===== src/design/flc_pkg.sv =====
// Shared types and fixed constants of the first-seen label compactor.
package flc_pkg;

   localparam int EPOCH_BITS        = 8;
   localparam int COARSE_INDEX_BITS = 10;

   typedef struct packed {
      logic load_req;
      logic probe_next;
      logic load_rsp;
      logic insert;
      logic clr_write;
   } flc_cmd_type;

   typedef struct packed {
      logic hit;
      logic empty;
      logic full;
      logic wrap;
      logic clr_done;
   } flc_sts_type;

endpackage


===== src/design/flc_controller.sv =====
// Controller: sequences acceptance, slot probing, result hand-off and the clearing pass.
module flc_controller
   import flc_pkg::*;
(
   input  logic        clock,
   input  logic        reset,
   input  logic        req_valid,
   output logic        req_ready,
   output logic        rsp_valid,
   input  logic        rsp_ready,
   input  flc_sts_type sts,
   output flc_cmd_type cmd
);

   localparam logic [1:0] ST_CLEAR = 2'd0;
   localparam logic [1:0] ST_IDLE  = 2'd1;
   localparam logic [1:0] ST_WAIT  = 2'd2;
   localparam logic [1:0] ST_CHECK = 2'd3;

   logic [1:0] state_ff, state_in;
   logic       rsp_valid_ff, rsp_valid_in;
   logic       out_free;

   assign out_free  = !rsp_valid_ff || rsp_ready;
   assign req_ready = (state_ff == ST_IDLE);
   assign rsp_valid = rsp_valid_ff;

   always_comb begin
      state_in = state_ff;
      cmd      = '0;
      unique case (state_ff)
         ST_CLEAR: begin
            cmd.clr_write = 1'b1;
            if (sts.clr_done) begin
               state_in = ST_IDLE;
            end
         end
         ST_IDLE: begin
            if (req_valid) begin
               cmd.load_req = 1'b1;
               state_in     = ST_WAIT;
            end
         end
         ST_WAIT: begin
            state_in = ST_CHECK;
         end
         ST_CHECK: begin
            if (sts.hit || sts.empty) begin
               if (out_free) begin
                  cmd.load_rsp = 1'b1;
                  cmd.insert   = sts.empty && !sts.full;
                  state_in     = sts.wrap ? ST_CLEAR : ST_IDLE;
               end
            end else begin
               cmd.probe_next = 1'b1;
               state_in       = ST_WAIT;
            end
         end
         default: begin
            state_in = ST_CLEAR;
         end
      endcase
   end

   always_comb begin
      rsp_valid_in = rsp_valid_ff;
      if (cmd.load_rsp) begin
         rsp_valid_in = 1'b1;
      end else if (rsp_ready) begin
         rsp_valid_in = 1'b0;
      end
   end

   always_ff @(posedge clock) begin
      if (reset) begin
         state_ff     <= ST_CLEAR;
         rsp_valid_ff <= 1'b0;
      end else begin
         state_ff     <= state_in;
         rsp_valid_ff <= rsp_valid_in;
      end
   end

`ifndef SYNTHESIS
   a_wrap_clears: assert property (@(posedge clock) disable iff (reset)
      cmd.load_rsp && sts.wrap |=> state_ff == ST_CLEAR)
      else $error("Epoch wrap did not start a clearing pass.");

   a_no_overwrite: assert property (@(posedge clock) disable iff (reset)
      cmd.load_rsp |-> !rsp_valid_ff || rsp_ready)
      else $error("Result register loaded over an untaken beat.");

   a_reset_clears: assert property (@(posedge clock)
      reset |=> state_ff == ST_CLEAR && !rsp_valid_ff)
      else $error("Reset did not start the clearing pass.");
`endif

endmodule

===== config.mk =====
export PLATFORM = sky130hd
export DESIGN_NAME = flc_controller
export DESIGN_NICKNAME = d
export VERILOG_FILES = /design/src/design/flc_pkg.sv /design/src/design/flc_controller.sv
export SDC_FILE = /design/constraint.sdc
export NUM_CORES = 1
export LEC_CHECK = 0
export CAP_MARGIN = 20
export CORE_AREA = 2 2 39 41
export CTS_CLUSTER_SIZE = 25
export DETAILED_ROUTE_END_ITERATION = 6
export DIE_AREA = 0 0 41 43
export DONT_BUFFER_PORTS = 1
export PLACE_DENSITY = 0.37
export SYNTH_ARGS = -nofsm -noshare
export SYNTH_HDL_FRONTEND = slang
export SYNTH_SLANG_ARGS = --single-unit

===== constraint.sdc =====
create_clock -name clock -period 1.2 [get_ports clock]
set_input_delay 0.24 -clock clock [delete_from_list [all_inputs] [get_ports clock]]
set_output_delay 0.24 -clock clock [all_outputs]
set_load 0.02 [all_outputs]

; ---- After elaboration in Yosys (flattened, before gate mapping)
; Cells that the tools add are included.
[totals]
register_bits = 3
in_bits = 9
output_inout_bits = 7
[op_classes]
n_eq_ne = 6
mux = 15
reduce_logical = 8
[op_table]
columns = op, count
row1 = 2-bit two-way mux, 6
row2 = 2-bit one-hot mux with 4 select lines, 1
row3 = 1-bit two-way mux, 7
row4 = "2-bit == test, second input constant", 2
row5 = "2-bit inequality test, second input constant", 2
row6 = 3-bit two-way mux, 1
row7 = "3-bit inequality test, second input constant", 1
row8 = 3-bit AND reduction, 1
row9 = "2-bit by 1-bit == test with 1-bit output, second input constant", 1
row10 = 1-bit logical NOT, 2
row11 = 2-bit logical NOT, 1
row12 = 1-bit logical OR, 2
row13 = 2-bit nonzero test, 1
row14 = 1-bit logical AND, 1

; ---- Logic depth before layout (Yosys ltp)
[depth]
ltp_word = 6
mapped_depth = 3
depth_no_buf = 3

; ---- Worst setup path before layout
; No wires, ideal clock.
[synth_timing]
path_type = reg-to-output
from = register state_ff[0]
to = output cmd[4] in the netlist's numbering
arrival_time_ns = 1.078
setup_slack_ns = -0.118
stages_incl_launch_ff = 3
n_path_buf = 0
cell_sequence = dfxtp_1 nor2b_1 and2_1
[synth_lines]
columns = item, line_no
row1 = start: declaration, flc_controller.sv:20  ; logic [1:0] state_ff, state_in;
row2 = start signal: assignment, flc_controller.sv:79  ; state_ff <= state_in;
row3 = end: declaration, flc_controller.sv:12  ; output flc_cmd_type cmd

==> results.md <==
* Clock-pin transition on the worst setup and hold timing paths at 0.03 ns
* Number of global-route vias before repair at 201
* Worst-path fanout max at 5
* I/O pin total at 16
* # diodes at 0
* Register area share after synthesis at 0.3380
* Placement Setup Slack at 0.05313 ns
* DRC at 0
* WS Path Type: reg2out
* Yosys warnings at 0
* Crit path DAT at 1.06 ns
* Maximum clock path buffer count at 2
* Area growth, synth to finish at 86.62%
* Die H at 43 um
* Hold Crit Class: in2reg
* Initial antenna violation count at 0
* Synthesized flop and latch total at 3
* Critical Path RT at 0.96 ns
* Setup violators final at 4
* Syn_nets at 31
* Max Slew Vio Count at 0
* Pwr Total at 0.0003669 W
* Crit path buffers/inverters at 1
* Final core utilization at 0.2396
* Dpl hpwl at 411.8 um
* Die Wd at 41 um
* Final hold vios at 0
* Setup TNS Final at -0.2827 ns
* RD Place Congestion at 0.5772
* MaxCap Viol Count at 0
* Total grt overflow at 0
* Final period utilization at 1.082
* Via/cell ratio at 4.061
* Cell Chain, Critical Path: buf_4 > nor2b_2 > and2_4
* Critical path's top delay family: flip-flops
* Clock Latency Late Sink at 0.23 ns
* Total CTS buffers at 3
* Layout cells sized above 1 at 0.6667
* Final WL at 488 um
* # port buffers at 0
* Clock Sinks at 3
* Status: complete, but fails checks
* RSZ-0062 raised after global routing: true
* Wirelength per Cell at 9.959 um
* Tot GR Track Use at 0.06633
* Max incr delay on CP at 0.35 ns
* Non-Filler Instances at 49
* Type of origin of the critical path: flop
* Final ANT Viol Nets at 0
* H-Tree Depth at 1
* Synth unique cells at 13
* Synthesized cell area at 177.7 um2
* Post-synthesis instance total at 22
* Failing checks: negative setup slack
* Post-CTS Hold Fix Bufs at 0
* CTS tree: done
* Minimum clock period after layout at 1.298 ns
* Die area at 1763 um2
* 1st-iter DRT viols at 1
* Placed cells at 45
* Vias at 199
* Slew margin rel. at 0.8369
* Setup bufs post-CTS at 0
* Largest net degree at the start of global routing at 6
* R2r setup slk at 0.22 ns
* Final WS setup at -0.09822 ns
* Fmax at 0.7703 GHz
* Avg Cell Area, Syn at 8.076 um2
* Worst slew pin tran at 0.2443 ns
* Rows at 14
* Initial core utilization at 0.1284
* Router iterations before antenna repair at 2
* Pwr per Cell Area at 1107 nW/um2
* Clock Skews at 0.0008851 ns
* First-pass GRT wire length at 696 um
* Slowest CP cell: dfxtp_4
* Root buf cell: clkbuf_4
* Worst VDD drop at 225.2 uV
* Total core area at 1384 um2
* Worst setup EP type: output port
* Nets at 43
* Leak at 0.1345 nW
==> registers in the layout (all words and copies together), names as in the netlist <==
name and flops:
state_ff 2, rsp_valid 1
==> final cells by class <==
class                   instances  area, um2
well taps                      16      20.02
repair buffers                  8      63.81
flip-flops and latches          3      67.56
clock buffers                   4      26.28
fillers                       163       1052
multi-input cells              18      153.9
==> power breakdown <==
group / switching (W) / internal (W)
sequential: 0.00000881 / 0.000107
clock: 0.0000484 / 0.000124
combinational: 0.0000401 / 0.0000379
==> worst reg2reg max path, delay by kind of cell (launching register included) <==
| kind | cells | cell delay (ns) |
|---|---|---|
| compound gates | 3 | 0.40 |
| buf+inv | 1 | 0.16 |
| flops | 1 | 0.36 |
==> logic make-up (layout without fill, tap and decap cells) <==
group | count (synthesis) | count (layout) | share of synthesized area
compound gates | 6 | 6 | 0.2253
buf+inv | 1 | 12 | 0.04227
simple gates | 12 | 12 | 0.3943
flops | 3 | 3 | 0.3380
==> worst paths after layout <==
check                            from                       end  cells after the start
min                             reset  state_ff[1]$_SDFFE_PP0P_                      1
max          state_ff[1]$_SDFFE_PP0P_                    cmd[4]                      3
max reg2reg  state_ff[0]$_SDFFE_PP0P_  state_ff[0]$_SDFFE_PP0P_                      4
min reg2reg  state_ff[1]$_SDFFE_PP0P_    rsp_valid$_SDFFE_PP0P_                      3
==> cells in the mapped netlist <==
cell / instances / area share
a21oi_1: 3 / 0.084
dfxtp_1: 3 / 0.34
nor2_1: 3 / 0.063
nor3_1: 3 / 0.084
nor2b_1: 2 / 0.070
and2_1: 1 / 0.035
buf_4: 1 / 0.042
nand2_1: 1 / 0.021
nand2b_1: 1 / 0.035
nor4b_2: 1 / 0.084
o211ai_2: 1 / 0.070
o21a_1: 1 / 0.042
o21ai_0: 1 / 0.028
==> repair_timing <==
action                                  4_1_cts  5_1_grt
endpoints found under the setup margin        6        5
pin swaps                                     1        2
cloned                                        0        0
resized for setup                            10        4
==> cells in the final DEF, fill, tap and decap left out, drive strengths merged <==
| cell type | netlist | final |
|---|---|---|
| o21ai | 1 | 1 |
| nand2 | 1 | 1 |
| dfxtp | 3 | 3 |
| nor4b | 1 | 1 |
| buf | 1 | 8 |
| o21a | 1 | 1 |
| clkbuf | 0 | 4 |
| and2 | 1 | 1 |
| a21oi | 3 | 3 |
| nor3 | 3 | 3 |
| o211ai | 1 | 1 |
| nor2 | 3 | 3 |
| nand2b | 1 | 1 |
| nor2b | 2 | 2 |
==> routing by layer <==
layer  GRT usage  share of wire  vias up
met5           0              0        -
met4     0.06000              0        0
met3     0.04712          0.096        0
met2      0.1125           0.61        8
met1     0.03871           0.29       93
li1            -              -       98
==> per-stage QoR <==
stage	cell area, um2	hold WS, ns
finish	331.6	0.07569
global route	331.6	0.06543
CTS	317.8	0.06876
detailed placement	266.5	0.3150
global placement	266.5	0.3116
floorplan	193.9	0.3091
Power figures use the tool's default switching activity.
